===== src/rtl/stta_pkg.sv =====
`default_nettype none
package stta_pkg;

    localparam int MaxResults = 32;

    // request kinds
    typedef enum logic [1:0] {
        REQ_ADD    = 2'd0,
        REQ_REMOVE = 2'd1,
        REQ_LOOKUP = 2'd2,
        REQ_TICK   = 2'd3
    } req_kind_t;

    // report kinds
    localparam logic [2:0] EV_HIT     = 3'd0;
    localparam logic [2:0] EV_MISS    = 3'd1;
    localparam logic [2:0] EV_ADDED   = 3'd2;
    localparam logic [2:0] EV_REMOVED = 3'd3;
    localparam logic [2:0] EV_SOURCE  = 3'd4;
    localparam logic [2:0] EV_STATUS  = 3'd5;
    localparam logic [2:0] EV_FULL    = 3'd6;

    localparam logic [1:0] ST_RUNNING    = 2'd0;
    localparam logic [1:0] ST_TERMINATED = 2'd1;

    typedef enum logic [2:0] {
        S_IDLE,
        S_RD,
        S_PR,
        S_FIN,
        S_DONE
    } state_t;

    typedef struct packed {
        logic [1:0]  req_type;
        logic [15:0] svc_id;
        logic [15:0] inst_id;
        logic [31:0] net_address;
        logic [15:0] net_port;
        logic [1:0]  run_status;
        logic [7:0]  ver_major;
        logic        transport_kind;
        logic [2:0]  origin_kind;
        logic [1:0]  access_kind;
    } req_t;

    typedef struct packed {
        logic [2:0]  event_kind;
        logic [15:0] rep_service_id;
        logic [15:0] rep_instance_id;
        logic [31:0] rep_address;
        logic [15:0] rep_port;
        logic [1:0]  rep_status;
        logic [7:0]  rep_version;
        logic        rep_transport;
        logic [2:0]  rep_origin;
        logic [1:0]  rep_access;
        logic [7:0]  rep_time_left;
        logic        last_event;
    } rsp_t;

    // one stored table row
    typedef struct packed {
        logic [31:0] key;
        logic [31:0] addr;
        logic [15:0] port;
        logic [15:0] attr;
        logic [7:0]  tl;
    } row_t;

    localparam int RowWidth = $bits(row_t);

    // output queue status toward the sequencer
    typedef struct packed {
        logic can_push;
        logic can_flush;
        logic hold_v;
    } oq_stat_t;

    function automatic rsp_t make_rsp(logic [2:0] kind, row_t r);
        rsp_t o;
        o.event_kind      = kind;
        o.rep_service_id  = r.key[31:16];
        o.rep_instance_id = r.key[15:0];
        o.rep_address     = r.addr;
        o.rep_port        = r.port;
        o.rep_status      = r.attr[1:0];
        o.rep_version     = r.attr[9:2];
        o.rep_transport   = r.attr[10];
        o.rep_origin      = r.attr[13:11];
        o.rep_access      = r.attr[15:14];
        o.rep_time_left   = r.tl;
        o.last_event      = 1'b0;
        return o;
    endfunction

endpackage
`default_nettype wire


===== src/rtl/stta_ram.sv =====
`default_nettype none
module stta_ram #(
    parameter int WIDTH = 8,
    parameter int DEPTH = 32,
    parameter int AW    = 5
) (
    input  wire logic             aclk,
    input  wire logic             we,
    input  wire logic [AW-1:0]    waddr,
    input  wire logic [WIDTH-1:0] wdata,
    input  wire logic [AW-1:0]    raddr,
    output logic      [WIDTH-1:0] rdata
);

    logic [WIDTH-1:0] mem [DEPTH];

    // one write port, one registered read port
    always_ff @(posedge aclk) begin
        if (we) begin
            mem[waddr] <= wdata;
        end
        rdata <= mem[raddr];
    end

endmodule
`default_nettype wire


===== src/rtl/stta_outq.sv =====
`default_nettype none
module stta_outq (
    input  wire logic              aclk,
    input  wire logic              aresetn,
    input  wire logic              push,
    input  wire stta_pkg::rsp_t    push_data,
    input  wire logic              flush,
    output stta_pkg::oq_stat_t     stat,
    output logic                   m_valid,
    input  wire logic              m_ready,
    output stta_pkg::rsp_t         m_data
);

    logic           hold_v_reg, hold_v_next;
    stta_pkg::rsp_t hold_reg, hold_next;
    logic           out_v_reg, out_v_next;
    stta_pkg::rsp_t out_reg, out_next;
    logic           out_free;

    assign out_free       = !out_v_reg || m_ready;
    assign stat.can_push  = !hold_v_reg || out_free;
    assign stat.can_flush = !hold_v_reg || out_free;
    assign stat.hold_v    = hold_v_reg;
    assign m_valid        = out_v_reg;
    assign m_data         = out_reg;

    // newest word waits in hold until the next one or the end tells its last flag
    always_comb begin
        hold_v_next = hold_v_reg;
        hold_next   = hold_reg;
        out_v_next  = out_v_reg && !m_ready;
        out_next    = out_reg;
        if (push) begin
            if (hold_v_reg) begin
                out_next            = hold_reg;
                out_next.last_event = 1'b0;
                out_v_next          = 1'b1;
            end
            hold_next   = push_data;
            hold_v_next = 1'b1;
        end else if (flush && hold_v_reg) begin
            out_next            = hold_reg;
            out_next.last_event = 1'b1;
            out_v_next          = 1'b1;
            hold_v_next         = 1'b0;
        end
    end

    always_ff @(posedge aclk) begin
        if (!aresetn) begin
            hold_v_reg <= 1'b0;
            out_v_reg  <= 1'b0;
        end else begin
            hold_v_reg <= hold_v_next;
            out_v_reg  <= out_v_next;
        end
        hold_reg <= hold_next;
        out_reg  <= out_next;
    end

    ap_push_room: assert property (@(posedge aclk) disable iff (!aresetn)
        push |-> stat.can_push) else $error("push into full queue");
    ap_flush_room: assert property (@(posedge aclk) disable iff (!aresetn)
        flush |-> stat.can_flush) else $error("flush without room");
    ap_out_hold: assert property (@(posedge aclk) disable iff (!aresetn)
        m_valid && !m_ready |=> m_valid) else $error("word dropped");

endmodule
`default_nettype wire


===== src/rtl/service_table_with_ttl_aging_core.sv =====
`default_nettype none
// Service table with aging. Entries live in one RAM row per slot (key, address,
// port, attributes, time left); valid marks sit in flip-flops and clear at reset.
// Each request scans the slots one at a time, reading each slot and then
// processing it (S_RD, then S_PR), for add, remove, lookup and tick alike;
// any request may stretch further while the result side stalls, a tick most. One
// request is handled at a time; s_ready is high only between requests. Tick
// reports leave in slot order, and the final word of every request carries last_event.
module service_table_with_ttl_aging_core #(
    parameter int TABLE_DEPTH = 32
) (
    input  wire logic            aclk,
    input  wire logic            aresetn,
    input  wire logic            cfg_we,
    input  wire logic [7:0]      cfg_wdata,
    input  wire logic            s_valid,
    output logic                 s_ready,
    input  wire stta_pkg::req_t  s_data,
    output logic                 m_valid,
    input  wire logic            m_ready,
    output stta_pkg::rsp_t       m_data
);

    localparam int IW = (TABLE_DEPTH > 1) ? $clog2(TABLE_DEPTH) : 1;
    localparam logic [IW-1:0] LastIdx = IW'(TABLE_DEPTH - 1);
    localparam logic [5:0]    CapCnt  = 6'(stta_pkg::MaxResults);

    stta_pkg::state_t   state_reg, state_next;
    stta_pkg::req_t     req_reg, req_next;
    logic [IW-1:0]      idx_reg, idx_next;
    logic [TABLE_DEPTH-1:0] valid_reg, valid_next;
    logic               found_reg, found_next;
    logic [IW-1:0]      found_idx_reg, found_idx_next;
    logic               free_reg, free_next;
    logic [IW-1:0]      free_idx_reg, free_idx_next;
    stta_pkg::row_t     cap_reg, cap_next;
    logic [5:0]         cnt_reg, cnt_next;
    logic [7:0]         ttl_reg;

    logic               ram_we;
    logic [IW-1:0]      ram_waddr;
    stta_pkg::row_t     ram_wdata, ram_rdata;
    logic               push, flush;
    stta_pkg::rsp_t     push_data;
    stta_pkg::oq_stat_t oq_stat;

    stta_pkg::row_t     req_row;
    logic [31:0]        req_key;
    logic               slot_hit;
    logic [1:0]         cur_st;
    logic [7:0]         cur_tl;
    logic               report;
    stta_pkg::row_t     aged_row;

    assign req_key = {req_reg.svc_id, req_reg.inst_id};

    // request fields as a row
    always_comb begin
        req_row.key  = req_key;
        req_row.addr = req_reg.net_address;
        req_row.port = req_reg.net_port;
        req_row.attr = {req_reg.access_kind, req_reg.origin_kind, req_reg.transport_kind,
                        req_reg.ver_major, req_reg.run_status};
        req_row.tl   = ttl_reg;
    end

    // aging of the slot just read
    always_comb begin
        slot_hit = valid_reg[idx_reg] && (ram_rdata.key == req_key);
        cur_st   = ram_rdata.attr[1:0];
        cur_tl   = ram_rdata.tl;
        if (cur_st == stta_pkg::ST_RUNNING && cur_tl != 8'd0) begin
            cur_tl = cur_tl - 8'd1;
        end
        report   = valid_reg[idx_reg] && cur_tl == 8'd0
                && cur_st != stta_pkg::ST_TERMINATED && cnt_reg < CapCnt;
        aged_row = ram_rdata;
        aged_row.tl = cur_tl;
        if (report) begin
            aged_row.attr[1:0] = stta_pkg::ST_TERMINATED;
        end
    end

    // next state
    always_comb begin
        state_next = state_reg;
        unique case (state_reg)
            stta_pkg::S_IDLE: if (s_valid) state_next = stta_pkg::S_RD;
            stta_pkg::S_RD:   state_next = stta_pkg::S_PR;
            stta_pkg::S_PR: begin
                if (!(req_reg.req_type == stta_pkg::REQ_TICK && report
                      && !oq_stat.can_push)) begin
                    if (idx_reg != LastIdx) begin
                        state_next = stta_pkg::S_RD;
                    end else if (req_reg.req_type == stta_pkg::REQ_TICK) begin
                        state_next = stta_pkg::S_DONE;
                    end else begin
                        state_next = stta_pkg::S_FIN;
                    end
                end
            end
            stta_pkg::S_FIN:  state_next = stta_pkg::S_DONE;
            stta_pkg::S_DONE: if (oq_stat.can_flush) state_next = stta_pkg::S_IDLE;
            default:          state_next = stta_pkg::S_IDLE;
        endcase
    end

    // datapath and outputs
    always_comb begin
        req_next       = req_reg;
        idx_next       = idx_reg;
        valid_next     = valid_reg;
        found_next     = found_reg;
        found_idx_next = found_idx_reg;
        free_next      = free_reg;
        free_idx_next  = free_idx_reg;
        cap_next       = cap_reg;
        cnt_next       = cnt_reg;
        ram_we         = 1'b0;
        ram_waddr      = idx_reg;
        ram_wdata      = aged_row;
        push           = 1'b0;
        push_data      = stta_pkg::make_rsp(stta_pkg::EV_STATUS, aged_row);
        flush          = 1'b0;
        s_ready        = 1'b0;
        unique case (state_reg)
            stta_pkg::S_IDLE: begin
                s_ready    = 1'b1;
                req_next   = s_data;
                idx_next   = '0;
                found_next = 1'b0;
                free_next  = 1'b0;
                cnt_next   = '0;
            end
            stta_pkg::S_RD: begin
            end
            stta_pkg::S_PR: begin
                if (req_reg.req_type == stta_pkg::REQ_TICK) begin
                    if (!(report && !oq_stat.can_push)) begin
                        ram_we = valid_reg[idx_reg];
                        push   = report;
                        if (report) cnt_next = cnt_reg + 6'd1;
                        idx_next = idx_reg + IW'(1);
                    end
                end else begin
                    if (slot_hit) begin
                        found_next     = 1'b1;
                        found_idx_next = idx_reg;
                        cap_next       = ram_rdata;
                    end
                    if (!valid_reg[idx_reg] && !free_reg) begin
                        free_next     = 1'b1;
                        free_idx_next = idx_reg;
                    end
                    idx_next = idx_reg + IW'(1);
                end
            end
            stta_pkg::S_FIN: begin
                ram_wdata = req_row;
                unique case (req_reg.req_type)
                    stta_pkg::REQ_ADD: begin
                        if (found_reg) begin
                            ram_we    = 1'b1;
                            ram_waddr = found_idx_reg;
                            if (cap_reg.addr != req_row.addr || cap_reg.port != req_row.port) begin
                                push      = 1'b1;
                                push_data = stta_pkg::make_rsp(stta_pkg::EV_SOURCE, req_row);
                            end else if (cap_reg.attr[1:0] != req_row.attr[1:0]) begin
                                push      = 1'b1;
                                push_data = stta_pkg::make_rsp(stta_pkg::EV_STATUS, req_row);
                            end
                        end else if (free_reg) begin
                            ram_we    = 1'b1;
                            ram_waddr = free_idx_reg;
                            valid_next[free_idx_reg] = 1'b1;
                            push      = 1'b1;
                            push_data = stta_pkg::make_rsp(stta_pkg::EV_ADDED, req_row);
                        end else begin
                            push      = 1'b1;
                            push_data = stta_pkg::make_rsp(stta_pkg::EV_FULL,
                                            '{key: req_row.key, addr: req_row.addr,
                                              port: req_row.port, attr: req_row.attr,
                                              tl: 8'd0});
                        end
                    end
                    stta_pkg::REQ_REMOVE: begin
                        if (found_reg) begin
                            valid_next[found_idx_reg] = 1'b0;
                            push      = 1'b1;
                            push_data = stta_pkg::make_rsp(stta_pkg::EV_REMOVED, cap_reg);
                        end
                    end
                    stta_pkg::REQ_LOOKUP: begin
                        push = 1'b1;
                        if (found_reg) begin
                            push_data = stta_pkg::make_rsp(stta_pkg::EV_HIT, cap_reg);
                        end else begin
                            push_data = stta_pkg::make_rsp(stta_pkg::EV_MISS,
                                            '{key: {16'd0, req_reg.inst_id},
                                              addr: 32'd0, port: 16'd0, attr: 16'd0,
                                              tl: 8'd0});
                        end
                    end
                    default: begin
                    end
                endcase
            end
            stta_pkg::S_DONE: begin
                flush = oq_stat.can_flush;
            end
            default: begin
            end
        endcase
    end

    always_ff @(posedge aclk) begin
        if (!aresetn) begin
            state_reg <= stta_pkg::S_IDLE;
            valid_reg <= '0;
            ttl_reg   <= 8'd10;
            cnt_reg   <= '0;
        end else begin
            state_reg <= state_next;
            valid_reg <= valid_next;
            cnt_reg   <= cnt_next;
            if (cfg_we) ttl_reg <= cfg_wdata;
        end
        req_reg       <= req_next;
        idx_reg       <= idx_next;
        found_reg     <= found_next;
        found_idx_reg <= found_idx_next;
        free_reg      <= free_next;
        free_idx_reg  <= free_idx_next;
        cap_reg       <= cap_next;
    end

    stta_ram #(
        .WIDTH (stta_pkg::RowWidth),
        .DEPTH (TABLE_DEPTH),
        .AW    (IW)
    ) u_ram (
        .aclk  (aclk),
        .we    (ram_we),
        .waddr (ram_waddr),
        .wdata (ram_wdata),
        .raddr (idx_reg),
        .rdata (ram_rdata)
    );

    stta_outq u_outq (
        .aclk      (aclk),
        .aresetn   (aresetn),
        .push      (push),
        .push_data (push_data),
        .flush     (flush),
        .stat      (oq_stat),
        .m_valid   (m_valid),
        .m_ready   (m_ready),
        .m_data    (m_data)
    );

    ap_cap: assert property (@(posedge aclk) disable iff (!aresetn)
        cnt_reg <= CapCnt) else $error("tick report count over cap");
    ap_idle_empty: assert property (@(posedge aclk) disable iff (!aresetn)
        state_reg == stta_pkg::S_IDLE |-> !oq_stat.hold_v) else $error("held word at idle");
    ap_accept: assert property (@(posedge aclk) disable iff (!aresetn)
        s_valid && s_ready |=> state_reg == stta_pkg::S_RD) else $error("scan not started");
    ap_write_when: assert property (@(posedge aclk) disable iff (!aresetn)
        ram_we |-> state_reg == stta_pkg::S_PR || state_reg == stta_pkg::S_FIN)
        else $error("stray table write");

endmodule
`default_nettype wire


===== config.mk =====
export PLATFORM = sky130hd
export DESIGN_NAME = service_table_with_ttl_aging_core
export DESIGN_NICKNAME = d
export VERILOG_FILES = /design/src/rtl/stta_pkg.sv /design/src/rtl/stta_ram.sv /design/src/rtl/stta_outq.sv /design/src/rtl/service_table_with_ttl_aging_core.sv
export SDC_FILE = /design/constraint.sdc
export NUM_CORES = 2
export LEC_CHECK = 0
export BUFFER_PORTS_ARGS = -buffer_cell sky130_fd_sc_hd__buf_2
export CAP_MARGIN = 25
export CORE_ASPECT_RATIO = 0.9
export CORE_UTILIZATION = 33
export CTS_BUF_LIST = sky130_fd_sc_hd__clkbuf_8
export DETAILED_ROUTE_END_ITERATION = 8
export PLACE_DENSITY = 0.51
export SLEW_MARGIN = 10
export SYNTH_ARGS = -nofsm -noshare
export SYNTH_HDL_FRONTEND = slang
export SYNTH_HIERARCHICAL = 1
export SYNTH_SLANG_ARGS = --single-unit

===== constraint.sdc =====
create_clock -name aclk -period 24.3 [get_ports aclk]
set_input_delay 2.43 -clock aclk [delete_from_list [all_inputs] [get_ports aclk]]
set_output_delay 2.43 -clock aclk [all_outputs]
set_load 0.01 [all_outputs]

==> impl_metrics.py <==
metrics = {
    "grt": {
        "grt_pass1_vias": 81600,
        "overflow": 0,
        "grt_pass1_wl_um": 666700,
        "grt_antenna_before_repair": 58,
        "grtUsageTotal_pct": 20.85,
        "grt_max_degree": 105,
    },
    "cts": {
        "postCtsHoldBufs": 0,
        "cts_sinks": 3917,
        "insertion_delay_ns": 1.26,
        "cts_tree": "yes",
        "cts_root_buffer": "clkbuf_8",
        "htree_num_levels": 6,
        "postCtsSetupBuffers": 0,
        "cts_buffer_depth": 4,
        "cts_buffers": 629,
        "clkSlewWorstSetupHoldPaths_ns": 0.06,
        "cts_resized": 0,
    },
    "placed_design": {
        "postPlaceCellArea_um2": 158700,
        "portBuffers": 220,
        "globalplace.congestion": 0.8183,
        "dpl.hpwl_um": 279400,
        "pre_cts_ws_ns": 16.83,
    },
    "timing": {
        "slew_headroom_pct": 22.90,
        "min_period_ns": 6.991,
        "setup_ws_ns": 17.31,
        "slew_viol_final": 0,
        "setup_viol": 0,
        "tightest_slew_ns": 1.156,
        "hold_ws_ns": 0.3543,
        "grt_setup_unrepaired": "false",
        "final.period_utilization_pct": 28.77,
        "skew_ns": 0.1222,
        "tns_ns": 0,
        "clock.fmax_mhz": 143.0,
        "hold_viol_final": 0,
    },
    "setup_path": {
        "crit_fanout": 44,
        "reg2reg_from": "idx_reg[1]",
        "crit-reg2reg-capture": "u_ram/mem[9][41]",
        "cp-start-kind": "register",
        "critPathKind": "reg -> reg",
        "endpoint_kind": "register",
        "path_cells": "buf_4, mux2i_1, a22oi_1, nand4_1, o22ai_1, o211ai_1, o21ai_0, nand3b_1, nor2_4, buf_4, buf_16, buf_4",
        "r2r_slack_ns": 17.31,
        "slowest_stage": "nor2_4",
        "cp_data_required_time_ns": 25.10,
        "path_common_cell": "buf_4",
        "worst_r2r_path_depth": 12,
        "critPathArrivalTime_ns": 7.79,
        "max_stage_delay_ns": 0.99,
    },
    "route": {
        "vias": 81470,
        "ant_nets": 0,
        "wl_um": 489600,
        "wl_per_cell_um": 32.82,
        "drt_pass1_iterations": 7,
        "via_per_inst": 5.462,
        "first_iter_violations": 9716,
        "drc": 0,
    },
    "final_layout": {
        "multi_input_area_um2": 31630,
        "final_common_cell": "edfxtp_1",
        "nNetsFinal": 8487,
        "layout_common_cells": "edfxtp_1 (3,762), mux2i_1 (833), clkbuf_8 (683)",
        "syn_to_final_growth_pct": 14.68,
        "largest_reg_flops": 3328,
        "fill_cells": 41470,
        "seq_area_um2": 116100,
        "layout-drive-gt1-share_pct": 20.79,
        "final_area_um2": 171300,
    },
    "power_and_ir_drop": {
        "ir_drop_mv": 0.05731,
        "powerDensity_nw_per_um2": 85.41,
        "power_leakage_uw": 0.05454,
    },
    "worst_hold_path": {
        "min_path_type": "reg -> reg",
        "holdPathStages": 0,
        "hold-path-endpoint": "u_outq/m_data[95]",
        "min_from": "u_outq/hold_reg[95]",
    },
    "synth": {
        "synth_area_um2": 149400,
        "syn_inst": 7672,
        "mappedNetlistNets": 7787,
        "yosys_warnings": 6,
        "avgSynthCellArea_um2": 19.47,
    },
    "outcome": {
        "status": "complete, no violations",
    },
    "die": {
        "pin_count": 221,
        "core-area_um2": 450900,
        "num_rows": 234,
        "die_h_um": 640.3,
        "initial_core_util_pct": 33.13,
        "floorplan.die.width_um": 711.2,
        "dieArea_um2": 455400,
    },
    "flow_run": {
        "drv_cap": 0,
    },
}
==> cell type report <==
cell class | instances | share of cell area, %
flip-flops and latches | 3917 | 67.76
well taps | 6018 | 4.395
multi-input cells | 3295 | 18.46
repair buffers | 517 | 2.562
clock buffers | 683 | 5.487
inverters | 12 | 0.02922
diodes | 28 | 0.04090
clock inverters | 447 | 1.266
==> worst max path at each step <==
stage               startpoint          endpoint  slack, ns  cells after the start
floorplan           idx_reg[1]         found_reg      11.00                      9
global placement       m_ready  u_ram/mem[9][33]      16.54                      9
detailed placement     m_ready  u_ram/mem[9][49]      16.83                     10
CTS                 idx_reg[1]  u_ram/mem[9][49]      17.43                     12
global route        idx_reg[1]  u_ram/mem[9][24]      17.18                     12
finish              idx_reg[1]  u_ram/mem[9][41]      17.31                     12
==> report_power, final <==
group	leakage [uW]	internal, uW	switching [uW]
sequential	0.0353	7810	121
combinational	0.0125	420	969
clock	0.00680	2630	2680
total	0.0545	10900	3770
==> critical path: cells and delay by family (launching register included) <==
family | cells | cell delay, ns
flip-flops | 1 | 0.34
multiplexers | 1 | 0.22
buffers and inverters | 4 | 2.27
AND/OR/NAND/NOR | 3 | 1.89
AO/OA/AOI/OAI | 4 | 1.51
==> per-layer routing <==
layer  GRT usage [%]  wire, um
met2           33.82    232000
met3           3.589     36490
met4           6.724     15710
met5               0        32
met1           28.59    205400
==> through the flow <==
| step | power (uW) | util [%] | instances |
|---|---|---|---|
| 4_1_cts | 14680 | 37.76 | 14840 |
| 6_report | 14630 | 37.99 | 14920 |
| 3_3_place_gp | 9344 | 35.11 | 13690 |
| 3_5_place_dp | 9395 | 35.19 | 13710 |
| 2_1_floorplan | 8735 | - | 7672 |
| 5_1_grt | 15100 | 37.99 | 14910 |
No activity file was read; power rests on OpenSTA's default activity.
